File: config.mk
export PLATFORM = sky130hd
export DESIGN_NAME = deferred_retry_slot_scheduler_flat
export DESIGN_NICKNAME = d
export VERILOG_FILES = /design/src/rtl/drss_pkg.sv /design/src/rtl/drss_if.sv /design/src/rtl/deferred_retry_slot_scheduler.sv /design/src/flat_wrapper.sv
export SDC_FILE = /design/constraint.sdc
export NUM_CORES = 1
export LEC_CHECK = 0
export ABC_AREA = 1
export BUFFER_PORTS_ARGS = -buffer_cell sky130_fd_sc_hd__buf_2
export CAP_MARGIN = 10
export CORE_MARGIN = 2
export CORE_UTILIZATION = 50
export DETAILED_ROUTE_END_ITERATION = 16
export GPL_TIMING_DRIVEN = 0
export PLACE_DENSITY = 0.63
export SYNTH_ARGS = -nofsm -noshare
export SYNTH_HDL_FRONTEND = slang
export SYNTH_SLANG_ARGS = --single-unit
File: constraint.sdc
create_clock -name clk_i -period 7.6 [get_ports clk_i]
set_clock_uncertainty 0.15 [all_clocks]
set_input_delay 0.76 -clock clk_i [delete_from_list [all_inputs] [get_ports clk_i]]
set_output_delay 0.76 -clock clk_i [all_outputs]
set_load 0.1 [all_outputs]
File: src/rtl/drss_pkg.sv
// drss_pkg: shared types and constants of the deferred retry slot scheduler
// no dependencies; used by the channel interfaces and the top level

package drss_pkg;

  localparam int unsigned TIME_W   = 32;
  localparam int unsigned HANDLE_W = 16;
  localparam int unsigned DELAY_W  = 16;
  localparam int unsigned TRIES_W  = 4;
  localparam int unsigned CNT_W    = 32;
  localparam int unsigned KIND_W   = 2;
  localparam int unsigned EVENT_W  = 3;
  localparam int unsigned SLOT_W   = 3;
  localparam int unsigned REG_W    = 2;
  localparam int unsigned CFG_W    = 16;

  // backoff is four times the send gap
  localparam int unsigned BACKOFF_SHIFT = 2;

  localparam logic [DELAY_W-1:0] RETRY_DELAY_RST = 16'd30;
  localparam logic [DELAY_W-1:0] SEND_GAP_RST    = 16'd5;
  localparam logic [TRIES_W-1:0] MAX_TRIES_RST   = 4'd3;

  typedef enum logic [KIND_W-1:0] {
    KIND_ENQUEUE = 2'd0,
    KIND_SERVICE = 2'd1,
    KIND_CLEAR   = 2'd2,
    KIND_NONE    = 2'd3
  } drss_kind_e;

  typedef enum logic [EVENT_W-1:0] {
    EV_IDLE     = 3'd0,
    EV_SENT     = 3'd1,
    EV_RESCHED  = 3'd2,
    EV_LOST     = 3'd3,
    EV_QUEUED   = 3'd4,
    EV_DROPPED  = 3'd5,
    EV_GAP_WAIT = 3'd6
  } drss_event_e;

  typedef enum logic [REG_W-1:0] {
    REG_ENABLE      = 2'd0,
    REG_RETRY_DELAY = 2'd1,
    REG_SEND_GAP    = 2'd2,
    REG_MAX_TRIES   = 2'd3
  } drss_reg_e;

  typedef enum logic [2:0] {
    ST_IDLE,
    ST_GAP,
    ST_SCAN,
    ST_APPLY,
    ST_DONE
  } drss_state_e;

endpackage

File: src/rtl/drss_if.sv
// drss channel interfaces: request items, result items and register writes
// depends on drss_pkg for field widths

interface drss_in_if;
  logic                           valid;
  logic                           ready;
  logic [drss_pkg::KIND_W-1:0]    kind;
  logic [drss_pkg::TIME_W-1:0]    now_ms;
  logic [drss_pkg::HANDLE_W-1:0]  frame_handle;
  logic                           tx_accepted;

  modport source (output valid, kind, now_ms, frame_handle, tx_accepted, input ready);
  modport sink (input valid, kind, now_ms, frame_handle, tx_accepted, output ready);
endinterface

interface drss_out_if;
  logic                           valid;
  logic                           ready;
  logic [drss_pkg::EVENT_W-1:0]   event_res;
  logic                           send_valid;
  logic [drss_pkg::HANDLE_W-1:0]  send_handle;
  logic [drss_pkg::SLOT_W-1:0]    slot_index;
  logic [drss_pkg::CNT_W-1:0]     retried_count;
  logic [drss_pkg::CNT_W-1:0]     lost_count;
  logic [drss_pkg::CNT_W-1:0]     dropped_count;

  modport source (output valid, event_res, send_valid, send_handle, slot_index,
                  retried_count, lost_count, dropped_count, input ready);
  modport sink (input valid, event_res, send_valid, send_handle, slot_index,
                retried_count, lost_count, dropped_count, output ready);
endinterface

interface drss_cfg_if;
  logic                         valid;
  logic                         ready;
  logic [drss_pkg::REG_W-1:0]   reg_index;
  logic [drss_pkg::CFG_W-1:0]   wr_data;

  modport source (output valid, reg_index, wr_data, input ready);
  modport sink (input valid, reg_index, wr_data, output ready);
endinterface

File: src/rtl/deferred_retry_slot_scheduler.sv
// an enqueue scans one to SLOT_COUNT slots for a free one, then applies and reaches done;
// a service tick checks the send gap, scans one to SLOT_COUNT slots for a due one, then
// applies and reaches done; a gap wait goes from the gap check to done, and a disabled tick,
// clear and unused kinds go to apply and done. one item at a time, the scan taking one slot
// per cycle through the shared 32-bit time adder. reset clears slot valid bits, counters and
// last send time at once and loads register defaults; slot contents are not reset
// drss top level: slot store, scan sequencer, shared time adder, result register
// depends on drss_pkg and the drss channel interfaces

module deferred_retry_slot_scheduler #(
  parameter int unsigned SLOT_COUNT = 8
) (
  input  logic       clk_i,
  input  logic       rst_ni,
  drss_cfg_if.sink   cfg_chan_i,
  drss_in_if.sink    in_chan_i,
  drss_out_if.source out_chan_o
);

  localparam int unsigned IDX_W = (SLOT_COUNT > 1) ? $clog2(SLOT_COUNT) : 1;

  drss_pkg::drss_state_e state_q, state_d;

  // latched item
  drss_pkg::drss_kind_e              kind_q;
  logic [drss_pkg::TIME_W-1:0]       now_q;
  logic [drss_pkg::HANDLE_W-1:0]     handle_q;
  logic                              acc_q;

  logic [IDX_W-1:0]                  idx_q;
  logic                              found_q;
  drss_pkg::drss_event_e             res_ev_q;
  logic                              res_sv_q;

  // slot store
  logic [SLOT_COUNT-1:0]             used_q;
  logic [drss_pkg::HANDLE_W-1:0]     slot_handle_q [SLOT_COUNT];
  logic [drss_pkg::TIME_W-1:0]       slot_due_q    [SLOT_COUNT];
  logic [drss_pkg::TRIES_W-1:0]      slot_tries_q  [SLOT_COUNT];

  logic [drss_pkg::TIME_W-1:0]       last_send_q;
  logic [drss_pkg::CNT_W-1:0]        sent_q, lost_q, dropped_q;

  // registers
  logic                              enable_q;
  logic [drss_pkg::DELAY_W-1:0]      retry_delay_q;
  logic [drss_pkg::DELAY_W-1:0]      send_gap_q;
  logic [drss_pkg::TRIES_W-1:0]      max_tries_q;

  // result register
  logic                              out_valid_q;
  drss_pkg::drss_event_e             out_ev_q;
  logic                              out_sv_q;
  logic [drss_pkg::HANDLE_W-1:0]     out_handle_q;
  logic [drss_pkg::SLOT_W-1:0]       out_slot_q;
  logic [drss_pkg::CNT_W-1:0]        out_sent_q, out_lost_q, out_dropped_q;

  logic                              in_acc, cfg_acc, out_free;
  logic [drss_pkg::TIME_W-1:0]       alu_b, alu_res;
  logic                              alu_sub;
  logic                              gap_wait, slot_hit, last_idx;
  logic [drss_pkg::TRIES_W-1:0]      tries_next;
  logic                              give_up;
  logic [31:0]                       idx_ext;
  logic                              show_slot;

  // apply-stage actions
  logic                              do_enq, do_drop, do_sent, do_resched, do_lost;
  logic                              do_clear, do_send;
  drss_pkg::drss_event_e             apply_ev;

  assign in_acc   = in_chan_i.valid && in_chan_i.ready;
  assign cfg_acc  = cfg_chan_i.valid && cfg_chan_i.ready;
  assign out_free = !out_valid_q || out_chan_o.ready;

  assign in_chan_i.ready  = (state_q == drss_pkg::ST_IDLE);
  assign cfg_chan_i.ready = 1'b1;

  // shared time adder
  always_comb begin
    alu_b   = last_send_q;
    alu_sub = 1'b1;
    unique case (state_q)
      drss_pkg::ST_SCAN: begin
        alu_b   = slot_due_q[idx_q];
        alu_sub = 1'b1;
      end
      drss_pkg::ST_APPLY: begin
        alu_sub = 1'b0;
        if (kind_q == drss_pkg::KIND_ENQUEUE) begin
          alu_b = drss_pkg::TIME_W'(retry_delay_q);
        end else begin
          alu_b = drss_pkg::TIME_W'({send_gap_q, {drss_pkg::BACKOFF_SHIFT{1'b0}}});
        end
      end
      default: begin
        alu_b   = last_send_q;
        alu_sub = 1'b1;
      end
    endcase
  end

  assign alu_res    = alu_sub ? (now_q - alu_b) : (now_q + alu_b);
  assign gap_wait   = alu_res < drss_pkg::TIME_W'(send_gap_q);
  assign slot_hit   = (kind_q == drss_pkg::KIND_ENQUEUE) ? !used_q[idx_q]
                                                         : (used_q[idx_q] && !alu_res[31]);
  assign last_idx   = (idx_q == IDX_W'(SLOT_COUNT - 1));
  assign tries_next = slot_tries_q[idx_q] + drss_pkg::TRIES_W'(1);
  assign give_up    = tries_next >= max_tries_q;
  assign idx_ext    = 32'(idx_q);

  // next state
  always_comb begin
    state_d = state_q;
    unique case (state_q)
      drss_pkg::ST_IDLE: begin
        if (in_acc) begin
          unique case (drss_pkg::drss_kind_e'(in_chan_i.kind))
            drss_pkg::KIND_ENQUEUE: state_d = drss_pkg::ST_SCAN;
            drss_pkg::KIND_SERVICE: state_d = enable_q ? drss_pkg::ST_GAP
                                                       : drss_pkg::ST_APPLY;
            default:                state_d = drss_pkg::ST_APPLY;
          endcase
        end
      end
      drss_pkg::ST_GAP:   state_d = gap_wait ? drss_pkg::ST_DONE : drss_pkg::ST_SCAN;
      drss_pkg::ST_SCAN: begin
        if (slot_hit || last_idx) begin
          state_d = drss_pkg::ST_APPLY;
        end
      end
      drss_pkg::ST_APPLY: state_d = drss_pkg::ST_DONE;
      drss_pkg::ST_DONE: begin
        if (out_free) begin
          state_d = drss_pkg::ST_IDLE;
        end
      end
      default:            state_d = drss_pkg::ST_IDLE;
    endcase
  end

  // apply decode
  always_comb begin
    do_enq     = 1'b0;
    do_drop    = 1'b0;
    do_sent    = 1'b0;
    do_resched = 1'b0;
    do_lost    = 1'b0;
    do_clear   = 1'b0;
    do_send    = 1'b0;
    apply_ev   = drss_pkg::EV_IDLE;
    if (state_q == drss_pkg::ST_APPLY) begin
      unique case (kind_q)
        drss_pkg::KIND_ENQUEUE: begin
          if (found_q) begin
            do_enq   = 1'b1;
            apply_ev = drss_pkg::EV_QUEUED;
          end else begin
            do_drop  = 1'b1;
            apply_ev = drss_pkg::EV_DROPPED;
          end
        end
        drss_pkg::KIND_SERVICE: begin
          if (found_q) begin
            do_send = 1'b1;
            priority if (acc_q) begin
              do_sent  = 1'b1;
              apply_ev = drss_pkg::EV_SENT;
            end else if (give_up) begin
              do_lost  = 1'b1;
              apply_ev = drss_pkg::EV_LOST;
            end else begin
              do_resched = 1'b1;
              apply_ev   = drss_pkg::EV_RESCHED;
            end
          end
        end
        drss_pkg::KIND_CLEAR: do_clear = 1'b1;
        default:              apply_ev = drss_pkg::EV_IDLE;
      endcase
    end
  end

  assign show_slot = (res_ev_q == drss_pkg::EV_SENT) || (res_ev_q == drss_pkg::EV_RESCHED) ||
                     (res_ev_q == drss_pkg::EV_LOST) || (res_ev_q == drss_pkg::EV_QUEUED);

  // control and counters
  always_ff @(posedge clk_i or negedge rst_ni) begin
    if (!rst_ni) begin
      state_q     <= drss_pkg::ST_IDLE;
      used_q      <= '0;
      last_send_q <= '0;
      sent_q      <= '0;
      lost_q      <= '0;
      dropped_q   <= '0;
      out_valid_q <= 1'b0;
      found_q     <= 1'b0;
      idx_q       <= '0;
    end else begin
      state_q <= state_d;

      if (in_acc) begin
        idx_q   <= '0;
        found_q <= 1'b0;
      end else if (state_q == drss_pkg::ST_SCAN) begin
        found_q <= slot_hit;
        if (!slot_hit && !last_idx) begin
          idx_q <= idx_q + IDX_W'(1);
        end
      end

      if (do_enq) begin
        used_q[idx_q] <= 1'b1;
      end
      if (do_sent || do_lost) begin
        used_q[idx_q] <= 1'b0;
      end
      if (do_send) begin
        last_send_q <= now_q;
      end
      if (do_sent) begin
        sent_q <= sent_q + drss_pkg::CNT_W'(1);
      end
      if (do_lost) begin
        lost_q <= lost_q + drss_pkg::CNT_W'(1);
      end
      if (do_drop) begin
        dropped_q <= dropped_q + drss_pkg::CNT_W'(1);
      end
      if (do_clear) begin
        used_q      <= '0;
        last_send_q <= '0;
        sent_q      <= '0;
        lost_q      <= '0;
        dropped_q   <= '0;
      end

      if (state_q == drss_pkg::ST_DONE && out_free) begin
        out_valid_q <= 1'b1;
      end else if (out_chan_o.ready) begin
        out_valid_q <= 1'b0;
      end
    end
  end

  // item latch, slot contents and result payload
  always_ff @(posedge clk_i) begin
    if (in_acc) begin
      kind_q   <= drss_pkg::drss_kind_e'(in_chan_i.kind);
      now_q    <= in_chan_i.now_ms;
      handle_q <= in_chan_i.frame_handle;
      acc_q    <= in_chan_i.tx_accepted;
      res_ev_q <= drss_pkg::EV_IDLE;
      res_sv_q <= 1'b0;
    end
    if (state_q == drss_pkg::ST_GAP && gap_wait) begin
      res_ev_q <= drss_pkg::EV_GAP_WAIT;
    end
    if (state_q == drss_pkg::ST_APPLY) begin
      res_ev_q <= apply_ev;
      res_sv_q <= do_send;
    end
    if (do_enq) begin
      slot_handle_q[idx_q] <= handle_q;
      slot_tries_q[idx_q]  <= '0;
      slot_due_q[idx_q]    <= alu_res;
    end
    if (do_send && !acc_q) begin
      slot_tries_q[idx_q] <= tries_next;
    end
    if (do_resched) begin
      slot_due_q[idx_q] <= alu_res;
    end
    if (state_q == drss_pkg::ST_DONE && out_free) begin
      out_ev_q      <= res_ev_q;
      out_sv_q      <= res_sv_q;
      out_handle_q  <= show_slot ? slot_handle_q[idx_q] : '0;
      out_slot_q    <= show_slot ? idx_ext[drss_pkg::SLOT_W-1:0] : '0;
      out_sent_q    <= sent_q;
      out_lost_q    <= lost_q;
      out_dropped_q <= dropped_q;
    end
  end

  // register writes
  always_ff @(posedge clk_i or negedge rst_ni) begin
    if (!rst_ni) begin
      enable_q      <= 1'b0;
      retry_delay_q <= drss_pkg::RETRY_DELAY_RST;
      send_gap_q    <= drss_pkg::SEND_GAP_RST;
      max_tries_q   <= drss_pkg::MAX_TRIES_RST;
    end else if (cfg_acc) begin
      unique case (drss_pkg::drss_reg_e'(cfg_chan_i.reg_index))
        drss_pkg::REG_ENABLE:      enable_q      <= cfg_chan_i.wr_data[0];
        drss_pkg::REG_RETRY_DELAY: retry_delay_q <= cfg_chan_i.wr_data;
        drss_pkg::REG_SEND_GAP:    send_gap_q    <= cfg_chan_i.wr_data;
        drss_pkg::REG_MAX_TRIES:   max_tries_q   <= cfg_chan_i.wr_data[drss_pkg::TRIES_W-1:0];
        default:                   enable_q      <= enable_q;
      endcase
    end
  end

  assign out_chan_o.valid         = out_valid_q;
  assign out_chan_o.event_res     = out_ev_q;
  assign out_chan_o.send_valid    = out_sv_q;
  assign out_chan_o.send_handle   = out_handle_q;
  assign out_chan_o.slot_index    = out_slot_q;
  assign out_chan_o.retried_count = out_sent_q;
  assign out_chan_o.lost_count    = out_lost_q;
  assign out_chan_o.dropped_count = out_dropped_q;

  a_result_from_done: assert property (@(posedge clk_i) disable iff (!rst_ni)
    $rose(out_valid_q) |-> $past(state_q == drss_pkg::ST_DONE))
    else $error("result loaded outside done state");

  a_scan_in_range: assert property (@(posedge clk_i) disable iff (!rst_ni)
    (state_q == drss_pkg::ST_SCAN) |-> (idx_q <= IDX_W'(SLOT_COUNT - 1)))
    else $error("scan index past last slot");

  a_scan_kind: assert property (@(posedge clk_i) disable iff (!rst_ni)
    (state_q == drss_pkg::ST_SCAN) |->
      (kind_q == drss_pkg::KIND_ENQUEUE || kind_q == drss_pkg::KIND_SERVICE))
    else $error("slot scan for a kind that does not scan");

  a_lost_step: assert property (@(posedge clk_i) disable iff (!rst_ni)
    (lost_q != $past(lost_q)) |->
      (lost_q == $past(lost_q) + drss_pkg::CNT_W'(1) || lost_q == '0))
    else $error("lost counter moved by more than one");

  a_free_slot_on_queue: assert property (@(posedge clk_i) disable iff (!rst_ni)
    do_enq |-> !used_q[idx_q])
    else $error("enqueue into a used slot");

endmodule

File: src/flat_wrapper.sv
// flat-port wrapper written by rule: the top's interface ports become plain ports
module deferred_retry_slot_scheduler_flat 
#(
  parameter int unsigned SLOT_COUNT = 8
)
  (clk_i, rst_ni, cfg_chan_i_valid, cfg_chan_i_reg_index, cfg_chan_i_wr_data, cfg_chan_i_ready, in_chan_i_valid, in_chan_i_kind, in_chan_i_now_ms, in_chan_i_frame_handle, in_chan_i_tx_accepted, in_chan_i_ready, out_chan_o_valid, out_chan_o_event_res, out_chan_o_send_valid, out_chan_o_send_handle, out_chan_o_slot_index, out_chan_o_retried_count, out_chan_o_lost_count, out_chan_o_dropped_count, out_chan_o_ready);
  drss_cfg_if cfg_chan_i_i ();
  drss_in_if in_chan_i_i ();
  drss_out_if out_chan_o_i ();
  input  logic clk_i;
  input  logic rst_ni;
  input wire logic [$bits(cfg_chan_i_i.valid)-1:0] cfg_chan_i_valid;
  input wire logic [$bits(cfg_chan_i_i.reg_index)-1:0] cfg_chan_i_reg_index;
  input wire logic [$bits(cfg_chan_i_i.wr_data)-1:0] cfg_chan_i_wr_data;
  output wire logic [$bits(cfg_chan_i_i.ready)-1:0] cfg_chan_i_ready;
  input wire logic [$bits(in_chan_i_i.valid)-1:0] in_chan_i_valid;
  input wire logic [$bits(in_chan_i_i.kind)-1:0] in_chan_i_kind;
  input wire logic [$bits(in_chan_i_i.now_ms)-1:0] in_chan_i_now_ms;
  input wire logic [$bits(in_chan_i_i.frame_handle)-1:0] in_chan_i_frame_handle;
  input wire logic [$bits(in_chan_i_i.tx_accepted)-1:0] in_chan_i_tx_accepted;
  output wire logic [$bits(in_chan_i_i.ready)-1:0] in_chan_i_ready;
  output wire logic [$bits(out_chan_o_i.valid)-1:0] out_chan_o_valid;
  output wire logic [$bits(out_chan_o_i.event_res)-1:0] out_chan_o_event_res;
  output wire logic [$bits(out_chan_o_i.send_valid)-1:0] out_chan_o_send_valid;
  output wire logic [$bits(out_chan_o_i.send_handle)-1:0] out_chan_o_send_handle;
  output wire logic [$bits(out_chan_o_i.slot_index)-1:0] out_chan_o_slot_index;
  output wire logic [$bits(out_chan_o_i.retried_count)-1:0] out_chan_o_retried_count;
  output wire logic [$bits(out_chan_o_i.lost_count)-1:0] out_chan_o_lost_count;
  output wire logic [$bits(out_chan_o_i.dropped_count)-1:0] out_chan_o_dropped_count;
  input wire logic [$bits(out_chan_o_i.ready)-1:0] out_chan_o_ready;
  assign cfg_chan_i_i.valid = cfg_chan_i_valid;
  assign cfg_chan_i_i.reg_index = cfg_chan_i_reg_index;
  assign cfg_chan_i_i.wr_data = cfg_chan_i_wr_data;
  assign cfg_chan_i_ready = cfg_chan_i_i.ready;
  assign in_chan_i_i.valid = in_chan_i_valid;
  assign in_chan_i_i.kind = in_chan_i_kind;
  assign in_chan_i_i.now_ms = in_chan_i_now_ms;
  assign in_chan_i_i.frame_handle = in_chan_i_frame_handle;
  assign in_chan_i_i.tx_accepted = in_chan_i_tx_accepted;
  assign in_chan_i_ready = in_chan_i_i.ready;
  assign out_chan_o_valid = out_chan_o_i.valid;
  assign out_chan_o_event_res = out_chan_o_i.event_res;
  assign out_chan_o_send_valid = out_chan_o_i.send_valid;
  assign out_chan_o_send_handle = out_chan_o_i.send_handle;
  assign out_chan_o_slot_index = out_chan_o_i.slot_index;
  assign out_chan_o_retried_count = out_chan_o_i.retried_count;
  assign out_chan_o_lost_count = out_chan_o_i.lost_count;
  assign out_chan_o_dropped_count = out_chan_o_i.dropped_count;
  assign out_chan_o_i.ready = out_chan_o_ready;
  deferred_retry_slot_scheduler #(.SLOT_COUNT(SLOT_COUNT)) u_core (.clk_i(clk_i), .rst_ni(rst_ni), .cfg_chan_i(cfg_chan_i_i), .in_chan_i(in_chan_i_i), .out_chan_o(out_chan_o_i));
endmodule
Word-level counts from Yosys, hierarchy flattened
Memory sizes are Yosys's and may differ from the RTL's. A register that Yosys moved wholly into a read port is not among the register bits.
Cells that the tools add are included.
{"block": "totals", "ff_bits": 339, "mem_bits_rw": 416, "in_bits": 74, "output_inout_bits": 122, "wordCells": 176, "mem_count": 3}
{"memory": "u_core.slot_due_q", "depth": 8, "word_bits": 32, "rd": 1, "rd_ports_with_merged_regs": 0, "wr": 1, "line_no": "deferred_retry_slot_scheduler.sv:38", "source": "logic [drss_pkg::TIME_W-1:0] slot_due_q [SLOT_COUNT];"}
{"memory": "u_core.slot_handle_q", "depth": 8, "word_bits": 16, "rd": 1, "rd_ports_with_merged_regs": 1, "wr": 1, "line_no": "deferred_retry_slot_scheduler.sv:37", "source": "logic [drss_pkg::HANDLE_W-1:0] slot_handle_q [SLOT_COUNT];"}
{"memory": "u_core.slot_tries_q", "depth": 8, "word_bits": 4, "rd": 1, "rd_ports_with_merged_regs": 0, "wr": 1, "line_no": "deferred_retry_slot_scheduler.sv:39", "source": "logic [drss_pkg::TRIES_W-1:0] slot_tries_q [SLOT_COUNT];"}
{"block": "op_classes", "addsub": 7, "order_cmp": 4, "eq_ne": 18, "mux": 75, "bitwise": 5, "n_reduce_logical": 39}
{"op": "$mux 32", "count": 10}
{"op": "$add 32x1->32 const B", "count": 3}
{"op": "$pmux 32 s2", "count": 1}
{"op": "$mux 1", "count": 41}
{"op": "$mux 3", "count": 12}
{"op": "$add 32x32->32", "count": 1}
{"op": "$lt 32x16->1", "count": 1}
{"op": "$sub 32x32->32", "count": 1}
{"op": "$mux 8", "count": 3}
{"op": "$mux 18", "count": 1}
{"op": "$reduce_bool 2->1", "count": 8}
{"op": "$pmux 3 s5", "count": 1}
{"op": "$eq 3x2->1 const B", "count": 4}
{"op": "$pmux 3 s2", "count": 2}
{"op": "$reduce_and 2->1", "count": 5}
{"op": "$eq 3x3->1 const B", "count": 3}
{"op": "$and 8x8->8", "count": 1}
{"op": "$not 8->8", "count": 1}
{"op": "$or 8x8->8", "count": 1}
{"op": "$logic_and 1x1->1", "count": 7}
{"op": "$logic_not 1->1", "count": 7}
{"op": "$eq 2x1->1 const B", "count": 3}
{"op": "$eq 2x2->1 const B", "count": 3}
{"op": "$eq 3x1->1 const B", "count": 2}
{"op": "17 further kinds", "count": 26}

Logic depth before layout (Yosys ltp)
{"block": "logic_depth", "word_depth": 13, "ltp_mapped": 41, "ltp_nobuf": 39}

Worst setup path before layout
No wires, ideal clock.
{"block": "synth_timing", "path_kind": "register -> register", "start": "register u_core.out_valid_q (netlist: u_core.out_chan_o.valid)", "end": "register u_core.out_dropped_q, in the netlist u_core.out_chan_o.dropped_count[0] (enable)", "setup_ns": 0.598, "arrival_ns": 5.908, "required_ns": 6.852, "slack_ns": 0.944, "path_stages_with_launch": 4, "path_buffers": 0, "synth_period_minus_slack_ns": 6.656, "path_cell_list": "dfrtp_1 -> inv_1 -> nor2_1 -> nor2_1"}
{"block": "synth_via", "elab_chain_cells": 3}
{"element": "start: declaration", "line_no": "deferred_retry_slot_scheduler.sv:51", "source": "logic out_valid_q;"}
{"element": "start signal: assignment", "line_no": "deferred_retry_slot_scheduler.sv:196", "source": "out_valid_q <= 1'b0;"}
{"element": "start signal: assignment", "line_no": "deferred_retry_slot_scheduler.sv:239", "source": "out_valid_q <= 1'b1;"}
{"element": "start signal: assignment", "line_no": "deferred_retry_slot_scheduler.sv:241", "source": "out_valid_q <= 1'b0;"}
{"element": "$logic_not 1->1", "line_no": "deferred_retry_slot_scheduler.sv:74", "source": "assign out_free = !out_valid_q || out_chan_o.ready;"}
{"element": "$logic_or 1x1->1", "line_no": "deferred_retry_slot_scheduler.sv:74"}
{"element": "$logic_and 1x1->1", "line_no": "deferred_retry_slot_scheduler.sv:274", "source": "if (state_q == drss_pkg::ST_DONE && out_free) begin"}
{"element": "end signal: assignment", "line_no": "deferred_retry_slot_scheduler.sv:281", "source": "out_dropped_q <= dropped_q;"}
{"element": "end: declaration", "line_no": "deferred_retry_slot_scheduler.sv:56", "source": "logic [drss_pkg::CNT_W-1:0] out_sent_q, out_lost_q, out_dropped_q;"}
No other way between the ends.
A chain may end at the register's enable or synchronous reset.

Worst setup path after layout
{"block": "layout_timing", "start": "register u_core.idx_q[0]", "end": "register u_core.res_ev_q[1] (data pin)"}
{"block": "layout_via", "elab_chain_cells": 8, "word_cells_on_any_way": 9, "cone_classes": "add/sub (2); order compare (1); mux (4); reduce/logical (1); memory (1)"}
{"element": "start: declaration", "line_no": "deferred_retry_slot_scheduler.sv:30", "source": "logic [IDX_W-1:0] idx_q;"}
{"element": "start signal: assignment", "line_no": "deferred_retry_slot_scheduler.sv:208", "source": "idx_q <= idx_q + IDX_W'(1);"}
{"element": "$mem_v2 8x32 (*)"}
{"element": "$pmux 32 s2 (*)", "line_no": "deferred_retry_slot_scheduler.sv:83", "source": "unique case (state_q)"}
{"element": "$sub 32x32->32 or $add 32x32->32 (tied branches)", "line_no": "deferred_retry_slot_scheduler.sv:103", "source": "assign alu_res = alu_sub ? (now_q - alu_b) : (now_q + alu_b);"}
{"element": "$mux 32 (*)", "line_no": "deferred_retry_slot_scheduler.sv:103"}
{"element": "via u_core.alu_res, one bit", "line_no": "deferred_retry_slot_scheduler.sv:59", "source": "logic [drss_pkg::TIME_W-1:0] alu_b, alu_res;"}
{"element": "$lt 32x16->1 (*)", "line_no": "deferred_retry_slot_scheduler.sv:104", "source": "assign gap_wait = alu_res < drss_pkg::TIME_W'(send_gap_q);"}
{"element": "$logic_and 1x1->1 (*)", "line_no": "deferred_retry_slot_scheduler.sv:256", "source": "if (state_q == drss_pkg::ST_GAP && gap_wait) begin"}
{"element": "$mux 3 (*)", "line_no": "deferred_retry_slot_scheduler.sv:256"}
{"element": "$mux 3 (*)", "line_no": "deferred_retry_slot_scheduler.sv:259", "source": "if (state_q == drss_pkg::ST_APPLY) begin"}
{"element": "end signal: assignment", "line_no": "deferred_retry_slot_scheduler.sv:253", "source": "res_ev_q <= drss_pkg::EV_IDLE;"}
{"element": "end signal: assignment", "line_no": "deferred_retry_slot_scheduler.sv:257", "source": "res_ev_q <= drss_pkg::EV_GAP_WAIT;"}
{"element": "end signal: assignment", "line_no": "deferred_retry_slot_scheduler.sv:260", "source": "res_ev_q <= apply_ev;"}
{"element": "end: declaration", "line_no": "deferred_retry_slot_scheduler.sv:32", "source": "drss_pkg::drss_event_e res_ev_q;"}
The timed path passes the listed nets; every way through them passes the cells marked *.

==> metrics.md <==
| Metric | Value |
|---|---|
| Status | `finished with violations` |
| Violated checks | `negative hold slack` |
| Routed wire length | `~94,000 um` |
| Post-synth EDFFs | `590` |
| Worst-case clock buffer depth | `3` |
| Max FFs per register | `roughly 260` |
| Placed cell area | `36,910 sq um` |
| Vias in the first global route | `about 25,000` |
| Crit path launch type | `register` |
| Mux share of post-synthesis cell area | `0%` |
| Reg with most FFs | `u_core.slot_due_q` |
| Post-route DRC | `0` |
| Worst R2R End | `u_core.res_ev_q[1]` |
| Unique cell type count in the Yosys netlist | `62` |
| Final hold slack | `-3.134 ps` |
| Layout Nets | `3,708` |
| M1 GR Usage | `between 30% and 40%` |
| Critical Path RT | `7810 ps` |
| Largest net degree at the start of global routing | `97` |
| Worst r2r src | `u_core.idx_q[0]` |
| Die H | `265.3 um` |
| Post-Synth Adder-Cell Area | `2.148%` |
| Buffers on Ports | `a little under 200` |
| Clock sink total | `771` |
| Synth Flop Type | `edfxtp_1` |
| Post-CTS Hold Fix Bufs | `0` |
| Most frequent cells in the layout | `nand2_1 (1,047), edfxtp_1 (590), inv_1 (281), buf_2 (215), nor2_1 (209)` |
| Xor and xnor area share after synthesis | `under 10%` |
| Row count | `95` |
| CP startpoint | `u_core.idx_q[0]` |
| Largest family of logic cells by synthesized area | `simple AND/OR/NAND/NOR gates` |
| Fin crit period | `7165 ps` |
| Diode count | `0` |
| Critical path class | `reg -> reg` |
| Setup violators final | `0` |
| CP peak stage delay | `1100 ps` |
| Worst Setup Slack, final | `about 430 ps` |
| Mapped Cells | `around 3,300` |
| Hpwl dp | `68,480 um` |
| Synth warn | `0` |
| Worst Path Arrival | `around 7400 ps` |
| Cts bufs inserted | `roughly 80` |
| Fmax achieved | `139.6 MHz` |
| Met3 usage | `between 3 and 4%` |
| Initial core utilization | `50.65%` |
| Max-cap violations | `0` |
| H-tree Lvls | `3` |
| Layout area overhead | `16.17%` |
| Final Power | `approximately 20,000 uW` |
| Most area-consuming cells after synthesis | `edfxtp_1 (52%), dfrtp_1 (13%), nand2_1 (12%)` |
| Worst slew margin | `7.664%` |
| Post-place setup slack | `between 200 and 250 ps` |
| Share of cells above drive strength 1 | `12.76%` |
| Setup TNS | `0 ps` |
| Initial drt markers | `2,156` |
| Initial antenna violation count | `1` |
| Compound-Gate Fraction of Synth Area | `7.808%` |
| CTS tree | `done` |
| Chip width | `265.3 um` |
| Io pins | `196` |
| Slew of the pin with the lowest slew margin | `1375 ps` |
| Period Utilization, post-route | `94.28%` |
| Via count | `25,070` |
| Ys async rst share | `23.48%` |
| WL per Instance | `20.91 um` |
| Global-route wire length before repair | `approximately 140,000 um` |
| Leakage | `around 0.016 uW` |
| GRT Max-Usage Layer | `met2` |
| Met2 usage | `44.86%` |
| Gr usage total | `a little over a quarter` |
| Hold Crit Class | `in -> async` |
| Crit-path max FO | `10` |
| Final Max Slew Viols | `0` |
| Biggest regs | `u_core.slot_due_q x256, u_core.slot_handle_q x128` |
| R2R depth | `32` |
| Fin area | `slightly below 40,000 sq um` |
| Commonest non-fill, non-tap cell in the layout | `nand2_1` |
| Flop-to-flop setup slack | `430 ps` |
| Unrepaired setup endpoints after global routing | `false` |
| Mapped cell area | `roughly 34,000 sq um` |
| Clk slew on worst S/H paths | `60 ps` |
| Clk_lat worst skew | `630 ps` |
| Critical Path End | `u_core.res_ev_q[1]` |
| Number of vias per cell | `5.551` |
| Worst vdd rail ir drop | `540.9 uV` |
| Mapped Avg Cell Area | `10.50 sq um` |
| Largest area contributor in the netlist | `edfxtp_1` |
| Pwr per Cell Area | `roughly 510 nW/um^2` |
| GP Congestion | `around 0.97` |
| Post-DRT Antenna Nets | `0` |
| Synth top area share | `51.91%` |
| Crit path top cell by count | `nand2_1` |
| Net Count, Synth | `roughly 3,400` |
| Initial DRT Pass Iterations | `5` |
| Root Buffer | `clkbuf_16` |
| Die ar. | `70,370 sq um` |
| Crit end category | `register` |
| #FFs+latches synth | `771` |
| Post-Synth Simple-Gate Area | `18.64%` |
| Core area | `between 60,000 and 70,000 sq um` |
| Post-synthesis sequential area ratio | `65.21%` |
| Remaining global-route overflow | `0` |
| Final Hold Violating Endpoints | `2` |
| Crit path max-delay cell type | `xnor2_1` |
## worst max-delay path: cells and delay by family (launching register included)
family,cells,cell delay (ps)
compound gates,4,890
xor+xnor,1,1100
fa+ha+maj,3,1170
buf+inv,5,920
flops,1,390
simple gates,19,2260
## area by class of cell
class                   count  area [sq um]
well taps                 873          1092
clock buffers             123          2287
plain buffers              97         440.4
clock inverters            27         375.4
inverters                 291          1095
multi-input cells        2092         10480
repair buffers            242          1624
fillers                  5618         27750
flip-flops and latches    771         22260
## metrics by stage
| stage | utilization [%] | std cells |
|---|---|---|
| 6_report | 58.83 | 4516 |
| 5_1_grt | 58.83 | 4516 |
| 4_1_cts | 58.72 | 4514 |
| 3_5_place_dp | 54.76 | 4364 |
| 3_3_place_gp | 53.71 | 4318 |
| 2_1_floorplan | - | 3251 |
## cells in the mapped netlist (8+ instances only)
library cell	count
a21oi_1	141
a221oi_1	20
a22o_1	37
a22oi_1	24
a41oi_1	13
buf_1	12
buf_2	22
clkbuf_1	53
dfrtp_1	173
dfstp_2	8
edfxtp_1	590
ha_1	57
inv_1	281
nand2_1	1047
nand3_1	64
nand4_1	51
nor2_1	219
nor3_1	86
nor4_1	19
o21ai_0	143
o221ai_1	8
o31ai_1	10
xnor2_1	27
xor2_1	39
## logic make-up after synthesis
family | after synthesis
other | 1
buffers and inverters | 388
and+or+nand+nor | 1530
xor gates and xnor gates | 66
adders and majority gates | 58
DFF | 771
AOI/OAI and AO/OA | 437
## what timing repair did
action                                  in CTS  in global routing
endpoints found under the setup margin       0                  5
buffers inserted                             0                  1
gates resized for setup                      0                  9
## how the worst min path moves through the flow
stage                         startpoint                             endpoint  cells after the start
floorplan                u_core.res_sv_q         u_core.out_chan_o.send_valid                      0
global placement       u_core.lost_q[31]     u_core.out_chan_o.lost_count[31]                      0
detailed placement  u_core.dropped_q[27]  u_core.out_chan_o.dropped_count[27]                      0
CTS                               rst_ni                    u_core.sent_q[16]                      1
global route                      rst_ni                    u_core.sent_q[16]                      1
finish                            rst_ni                    u_core.sent_q[15]                      1
## layer usage
layer	wire (um)	part of all wire [%]
met5	0	0
met4	3127	3.3
met3	5661	6.0
met2	45520	48
met1	40130	42
## where the power goes
part	switching (uW)	total (uW)	leakage, uW	internal [uW]
Sequential	188	6600	0.00774	6410
Combinational	7290	9750	0.00706	2460
Clock	1630	3960	0.00127	2330
Total	9110	20300	0.0161	11200
Note: power is estimated with default switching activity, not from simulation.
